$ cat src/hw/rtl/dpd_pkg.sv
// Shared constants, codes and helper functions for the debug packet deframer.
// No dependencies; imported by debug_packet_deframer_unit.
`default_nettype none

package dpd_pkg;

	// Field widths
	localparam int BYTE_W   = 8;
	localparam int COUNT_W  = 12;
	localparam int KIND_W   = 3;
	localparam int TDATA_W  = 32;

	// Packet buffer size on the consumer side; caps the kept payload length
	localparam int PACKET_BYTES = 4096;
	localparam int COUNT_MAX    = (1 << COUNT_W) - 1;
	localparam int CAP_INT      = (PACKET_BYTES - 1 > COUNT_MAX) ? COUNT_MAX : PACKET_BYTES - 1;
	localparam logic [COUNT_W-1:0] LIMIT_CAP = COUNT_W'(CAP_INT);

	// Framing characters
	localparam logic [BYTE_W-1:0] CH_START = 8'h24;  // '$'
	localparam logic [BYTE_W-1:0] CH_HASH  = 8'h23;  // '#'
	localparam logic [BYTE_W-1:0] CH_BREAK = 8'h03;  // break request
	localparam logic [BYTE_W-1:0] CH_ACK   = 8'h2B;  // '+'
	localparam logic [BYTE_W-1:0] CH_NAK   = 8'h2D;  // '-'

	// Result kinds
	localparam logic [KIND_W-1:0] KIND_DATA    = 3'd0;
	localparam logic [KIND_W-1:0] KIND_GOOD    = 3'd1;
	localparam logic [KIND_W-1:0] KIND_BAD     = 3'd2;
	localparam logic [KIND_W-1:0] KIND_BREAK   = 3'd3;
	localparam logic [KIND_W-1:0] KIND_RESTART = 3'd4;

	// Hex digit decode: bit 4 set marks a byte that is not a hex digit
	function automatic logic [4:0] hex_nibble(input logic [BYTE_W-1:0] b);
		logic [4:0] n;
		if (b >= 8'h30 && b <= 8'h39) begin
			n = {1'b0, 4'(b - 8'h30)};
		end else if (b >= 8'h61 && b <= 8'h66) begin
			n = {1'b0, 4'(b - 8'h57)};
		end else if (b >= 8'h41 && b <= 8'h46) begin
			n = {1'b0, 4'(b - 8'h37)};
		end else begin
			n = 5'h10;
		end
		return n;
	endfunction

	// Expected checksum from the two digit bytes
	function automatic logic [BYTE_W-1:0] expected_sum(input logic [BYTE_W-1:0] hi_b,
		input logic [BYTE_W-1:0] lo_b);
		logic [4:0] hi;
		logic [4:0] lo;
		logic [BYTE_W-1:0] e;
		hi = hex_nibble(hi_b);
		lo = hex_nibble(lo_b);
		if (lo[4]) begin
			e = 8'hFF;
		end else begin
			e = {(hi[4] ? 4'hF : hi[3:0]), lo[3:0]};
		end
		return e;
	endfunction

endpackage

`default_nettype wire

$ cat src/hw/rtl/debug_packet_deframer_unit.sv
// Debug packet deframer: input register, phase machine with checksum, result register.
// Depends on dpd_pkg for codes, widths and hex decoding.
//
// Usage:
//  - s_axis carries one received serial byte per beat in tdata[7:0].
//  - m_axis carries at most one result beat per input byte: tuser holds the kind
//    (payload byte, good frame, bad frame, break, restart), tdata the byte, length and sum.
//  - cfg writes the payload limit (max_payload); write only while the block is idle.
//  - An accepted byte passes from the input register through the phase machine to the result register.
//  - Throughput: one byte per cycle while the receiver takes each result; the phase machine
//    and 8-bit sum update combinationally between the input register and the result register.
//  - When the receiver stalls, the result register holds its beat and the input
//    register takes one more byte, then s_axis_tready drops until the result drains.
//  - Reset (arst_n low) empties both registers, returns to hunting for '$', clears
//    sum and count and sets max_payload to 4095.
//  - The kept length is capped at the smaller of max_payload and PACKET_BYTES-1.
`default_nettype none

module debug_packet_deframer_unit
	import dpd_pkg::*;
(
	input  wire                      clk,
	input  wire                      arst_n,
	// input stream
	input  wire                      s_axis_tvalid,
	output logic                     s_axis_tready,
	input  wire  [BYTE_W-1:0]        s_axis_tdata,   // [7:0] rx_byte
	// result stream
	output logic                     m_axis_tvalid,
	input  wire                      m_axis_tready,
	output logic [TDATA_W-1:0]       m_axis_tdata,   // [7:0] data_byte, [19:8] payload_length,
	                                                 // [27:20] payload_sum, [31:28] zero
	output logic [KIND_W-1:0]        m_axis_tuser,   // [2:0] kind
	// configuration write
	input  wire                      cfg_valid,
	output logic                     cfg_ready,
	input  wire  [COUNT_W-1:0]       cfg_data        // max_payload
);

	// Phase codes
	localparam logic [1:0] PH_HUNT = 2'd0;
	localparam logic [1:0] PH_DATA = 2'd1;
	localparam logic [1:0] PH_CS1  = 2'd2;
	localparam logic [1:0] PH_CS2  = 2'd3;

	logic                 valid_s1;
	logic [BYTE_W-1:0]    byte_s1;
	logic                 fire;

	logic [1:0]           phase_q;
	logic [BYTE_W-1:0]    sum_q;
	logic [COUNT_W-1:0]   count_q;
	logic [BYTE_W-1:0]    digit_q;
	logic [COUNT_W-1:0]   max_payload_q;

	logic [BYTE_W-1:0]    out_data_q;
	logic [COUNT_W-1:0]   out_len_q;
	logic [BYTE_W-1:0]    out_sum_q;
	logic [KIND_W-1:0]    out_kind_q;

	logic [COUNT_W-1:0]   limit;
	logic                 res_valid;
	logic [KIND_W-1:0]    res_kind;
	logic [BYTE_W-1:0]    res_data;
	logic                 res_frame;
	logic [1:0]           phase_d;
	logic [BYTE_W-1:0]    sum_d;
	logic [COUNT_W-1:0]   count_d;
	logic [BYTE_W-1:0]    digit_d;

	// Process the held byte whenever the result register is free or draining
	assign fire          = valid_s1 && (!m_axis_tvalid || m_axis_tready);
	assign s_axis_tready = !valid_s1 || fire;
	assign cfg_ready     = 1'b1;

	// Input register
	always_ff @(posedge clk or negedge arst_n) begin
		if (!arst_n) begin
			valid_s1 <= 1'b0;
		end else if (s_axis_tready) begin
			valid_s1 <= s_axis_tvalid;
		end
	end

	always_ff @(posedge clk) begin
		if (s_axis_tready && s_axis_tvalid) begin
			byte_s1 <= s_axis_tdata;
		end
	end

	// Payload limit register
	always_ff @(posedge clk or negedge arst_n) begin
		if (!arst_n) begin
			max_payload_q <= COUNT_W'(COUNT_MAX);
		end else if (cfg_valid && cfg_ready) begin
			max_payload_q <= cfg_data;
		end
	end

	assign limit = (max_payload_q > LIMIT_CAP) ? LIMIT_CAP : max_payload_q;

	// Phase machine and running checksum
	always_comb begin
		res_valid = 1'b0;
		res_kind  = KIND_DATA;
		res_data  = '0;
		res_frame = 1'b0;
		phase_d   = phase_q;
		sum_d     = sum_q;
		count_d   = count_q;
		digit_d   = digit_q;
		unique case (phase_q)
			PH_HUNT: begin
				if (byte_s1 == CH_START) begin
					phase_d = PH_DATA;
					sum_d   = '0;
					count_d = '0;
				end else if (byte_s1 == CH_BREAK) begin
					res_valid = 1'b1;
					res_kind  = KIND_BREAK;
				end
			end
			PH_DATA: begin
				if (byte_s1 == CH_HASH) begin
					phase_d = PH_CS1;
				end else if (byte_s1 == CH_START) begin
					sum_d     = '0;
					count_d   = '0;
					res_valid = 1'b1;
					res_kind  = KIND_RESTART;
				end else if (count_q < limit) begin
					sum_d     = sum_q + byte_s1;
					count_d   = count_q + 1'b1;
					res_valid = 1'b1;
					res_kind  = KIND_DATA;
					res_data  = byte_s1;
				end
			end
			PH_CS1: begin
				digit_d = byte_s1;
				phase_d = PH_CS2;
			end
			PH_CS2: begin
				phase_d   = PH_HUNT;
				res_valid = 1'b1;
				res_frame = 1'b1;
				res_kind  = (sum_q == expected_sum(digit_q, byte_s1)) ? KIND_GOOD : KIND_BAD;
			end
			default: begin
				phase_d = PH_HUNT;
			end
		endcase
	end

	// State registers
	always_ff @(posedge clk or negedge arst_n) begin
		if (!arst_n) begin
			phase_q <= PH_HUNT;
			sum_q   <= '0;
			count_q <= '0;
			digit_q <= '0;
		end else if (fire) begin
			phase_q <= phase_d;
			sum_q   <= sum_d;
			count_q <= count_d;
			digit_q <= digit_d;
		end
	end

	// Result register: load on fire, drop the beat once taken
	always_ff @(posedge clk or negedge arst_n) begin
		if (!arst_n) begin
			m_axis_tvalid <= 1'b0;
		end else if (fire) begin
			m_axis_tvalid <= res_valid;
		end else if (m_axis_tready) begin
			m_axis_tvalid <= 1'b0;
		end
	end

	always_ff @(posedge clk) begin
		if (fire && res_valid) begin
			out_kind_q <= res_kind;
			out_data_q <= res_data;
			out_len_q  <= res_frame ? count_q : '0;
			out_sum_q  <= res_frame ? sum_q : '0;
		end
	end

	assign m_axis_tuser = out_kind_q;
	assign m_axis_tdata = {(TDATA_W - 2*BYTE_W - COUNT_W)'(0), out_sum_q, out_len_q, out_data_q};

	// Kept count never passes the cap
	a_count_cap: assert property (@(posedge clk) disable iff (!arst_n)
		count_q <= LIMIT_CAP)
		else $error("kept count above cap");

	// A verdict always returns to hunting
	a_verdict_hunt: assert property (@(posedge clk) disable iff (!arst_n)
		fire && phase_q == PH_CS2 |=> phase_q == PH_HUNT && m_axis_tvalid)
		else $error("verdict did not return to hunt");

	// A payload beat advances the count by one
	a_data_count: assert property (@(posedge clk) disable iff (!arst_n)
		fire && res_valid && res_kind == KIND_DATA |=> count_q == $past(count_q) + 1'b1)
		else $error("payload beat without count step");

	// Non-payload results carry a zero data byte
	a_data_zero: assert property (@(posedge clk) disable iff (!arst_n)
		m_axis_tvalid && m_axis_tuser != KIND_DATA |-> m_axis_tdata[BYTE_W-1:0] == '0)
		else $error("data byte set on non-payload result");

endmodule

`default_nettype wire
$ cat config.mk
export PLATFORM = sky130hd
export DESIGN_NAME = debug_packet_deframer_unit
export DESIGN_NICKNAME = d
export VERILOG_FILES = /design/src/hw/rtl/dpd_pkg.sv /design/src/hw/rtl/debug_packet_deframer_unit.sv
export SDC_FILE = /design/constraint.sdc
export NUM_CORES = 1
export LEC_CHECK = 0
export BUFFER_PORTS_ARGS = -buffer_cell sky130_fd_sc_hd__clkbuf_2
export CAP_MARGIN = 20
export CORE_MARGIN = 2
export CORE_UTILIZATION = 60
export CTS_BUF_LIST = sky130_fd_sc_hd__clkbuf_2
export DETAILED_ROUTE_END_ITERATION = 10
export GPL_TIMING_DRIVEN = 0
export PLACE_DENSITY = 0.95
export SKIP_LAST_GASP = 1
export SLEW_MARGIN = 20
export SYNTH_ARGS = -nofsm -noshare
export SYNTH_HDL_FRONTEND = slang
export SYNTH_SLANG_ARGS = --single-unit
$ cat constraint.sdc
create_clock -name clk -period 9.15 [get_ports clk]
set_input_delay 0.915 -clock clk [delete_from_list [all_inputs] [get_ports clk]]
set_output_delay 0.915 -clock clk [all_outputs]
set_load 0.005 [all_outputs]
==> results by group <==
Setup path
  • Most used cell along the critical path: a21o_1
  • Origin of the critical flop-to-flop path: max_payload_q[5]
  • CP arrival: 3610 ps
  • Worst R2R Path Depth: 10
  • CP delay by family, top: compound AO/OA/AOI/OAI gates
  • Worst Path Buf+Inv: 3
  • Max incr delay on CP: 720 ps
  • Crit Path Class: reg -> reg
  • Slowest CP cell: a311oi_4
  • R2r endpoint: out_data_q[0]
  • Startpoint Class: flip-flop
  • Crit end category: flip-flop
  • R2R setup slack: 5830 ps
  • Crit path cell chain: inv_1 > ha_1 > a21o_1 > a21o_1 > a21oi_1 > o31a_1 > o211ai_1 > a311oi_4 > buf_6 > buf_8
  • Max Fanout on Critical Path: 15
  • Crit path required time: 9430 ps

Clock tree
  • Gates resized, CTS repair: 0
  • Hold_buf cts: 0
  • CTS Buf Count: 9
  • Worst-Skew Late Latency: 560 ps
  • H-tree Lvls: 3
  • CTS Buffer Depth: 2
  • CTS tree: done
  • Clk sink count: 83
  • Root Buffer Master: clkbuf_2
  • Post-CTS Setup Repair Bufs: 0
  • Reg clk slew, reported paths: 220 ps

Cells and area
  • Final nets: 562
  • Filler instances: 540
  • Most frequent cells in the layout: clkbuf_2 (69), edfxtp_1 (39), o21ai_0 (38), dfrtp_1 (32)
  • Synth-to-layout area growth: 12.0%
  • ANT cells: 0
  • Layout cell share with drive strength beyond 1: 0.217
  • Most common cell after layout, fill and taps aside: clkbuf_2

Logic synthesis
  • Synth Cell Area: 4640 um^2
  • Distinct cells, synth: 63
  • Cell count after synthesis: 433
  • EDFF count, synth: 39
  • Avg Inst Size Synth: 10.7 um^2
  • Top FF cell, synth: edfxtp_1
  • Ys async rst share: 0.530
  • Synth warn: 0
  • Yosys reg bits: 83
  • Sequential area share after synthesis: 0.493

STA
  • Setup Viol. Count Final: 0
  • Fin Hold WS: 494 ps
  • Layout Skew: 26.9 ps
  • Worst relative slew slack: 0.334
  • Period utilisation layout: 0.363
  • Fin. max-slew vios: 0
  • RSZ-0062 raised after global routing: false
  • Final hold vios: 0
  • Least-Margin Pin Slew: 999 ps
  • Min Clock Period, post-route: 3320 ps
  • Fin Setup TNS: 0 ps
  • Max Clk Rate: 301 MHz

Route
  • Vias per inst: 6.10
  • Final wirelength: 9.98 mm
  • Remaining antenna violation count: 0
  • Detailed Routing Iterations Pass 1: 6
  • Initial DRC count: 303
  • Avg WL per Cell: 16.3 um
  • Via count: 3738
  • DRC viols: 0

Placement
  • Placer Congestion: 0.904
  • Detailed-placement wirelength estimate: 7.40 mm
  • Port Buffer Count: 57

Global routing
  • Largest net degree at the start of global routing: 45
  • Vias in the first global route: 3583
  • Antenna violations before repair: 0
  • Overflow after GRT: 0
  • GRT Total Usage: 0.248
  • First-pass GRT wire length: 16.5 mm

Hold path
  • Worst Hold Class: in -> async

Floorplanning
  • DIE AREA: 8450 um^2
  • Chip width: 91.9 um
  • Die Height: 91.9 um
  • Cell Rows: 32
  • Starting Density: 0.610
  • Ports: 63
  • Core Footprint: 7610 um^2

Pwr
  • P_leak: 0.00236 uW
  • Pwr Density: 241 nW/um^2
  • Worst vdd ir: 0.118 mV

Run
  • Max Cap Viol: 0

Outcome
  • Outcome: finished, final reports clean
-- report_power, final --
group	internal, uW	total [uW]	switching [uW]	leakage [uW]
Clock	37.0	159	122	0.0000617
Sequential	497	572	74.8	0.000926
Combinational	213	522	309	0.00137
Total	747	1250	506	0.00236
-- how the worst max path moves through the flow --
stage / from / endpoint / slack, ps / cells past startpoint
after floorplan: max_payload_q[5] / m_axis_tuser[0] / 4540 / 8
after global placement: max_payload_q[5] / out_sum_q[0] / 3300 / 8
after detailed placement: max_payload_q[5] / out_sum_q[0] / 5900 / 10
after CTS: max_payload_q[5] / out_data_q[0] / 5820 / 10
after global routing: max_payload_q[5] / m_axis_tuser[0] / 5720 / 10
final: max_payload_q[5] / out_data_q[0] / 5830 / 10
-- synth_stat cells, drive strengths merged, types with 7 or more instances --
cell type,count,share of area
edfxtp,39,0.25
o21ai,38,0.041
dfrtp,32,0.17
ha,30,0.081
inv,30,0.024
and2,29,0.039
nand2,28,0.023
nor2,18,0.015
nand4,17,0.023
clkbuf,15,0.017
a21oi,14,0.015
o31ai,13,0.021
dfstp,12,0.068
a21o,8,0.013
and3,7,0.0094
buf,7,0.010
nand3,7,0.0076
nor2b,7,0.0094
-- routing by layer --
| metal | global-route usage | routed length (um) | vias up |
|---|---|---|---|
| li1 | - | - | 1728 |
| met4 | 0.0958 | 283 | 0 |
| met1 | 0.309 | 3890 | 1751 |
| met3 | 0.0485 | 840 | 37 |
| met2 | 0.429 | 4970 | 222 |
| met5 | 0 | 0 | - |
-- registers in the layout, summed over array words and instances (netlist names) --
signal / flops
digit_q: 8
m_axis_tuser: 3
phase_q: 2
out_len_q: 12
out_data_q: 8
max_payload_q: 12
valid_s1: 1
out_sum_q: 8
byte_s1: 8
sum_q: 8
m_axis_tvalid: 1
count_q: 12
-- kinds of logic after synthesis --
group           Yosys count  share of synthesized area
simple gates            141                      0.177
compound gates          109                      0.162
flops                    83                      0.493
buf+inv                  52                     0.0515
fa+ha+maj                31                     0.0853
xor+xnor                 11                     0.0208
mux                       4                    0.00917
other cells               2                    0.00162
-- layout make-up --
class | count | area, um^2 | area share
Buffer | 22 | 126 | 0.0243
Clock buffer | 11 | 55.1 | 0.0106
Clock inverter | 5 | 31.3 | 0.00603
Inverter | 30 | 113 | 0.0217
Multi-Input combinational cell | 301 | 2140 | 0.412
Sequential cell | 83 | 2290 | 0.441
Tap cell | 102 | 128 | 0.0246
Timing Repair Buffer | 59 | 312 | 0.0600
-- per-stage QoR --
step / total power, uW / area (um^2) / setup WS, ps / util / std cells
2_1_floorplan: 914 / 4650 / 4540 / - / 436
3_3_place_gp: 1040 / 5060 / 3300 / 0.665 / 595
3_5_place_dp: 1090 / 5100 / 5900 / 0.671 / 597
4_1_cts: 1240 / 5190 / 5820 / 0.682 / 613
5_1_grt: 1330 / 5190 / 5720 / 0.682 / 613
6_report: 1250 / 5190 / 5830 / 0.682 / 613
(Power assumes the default switching activity.)
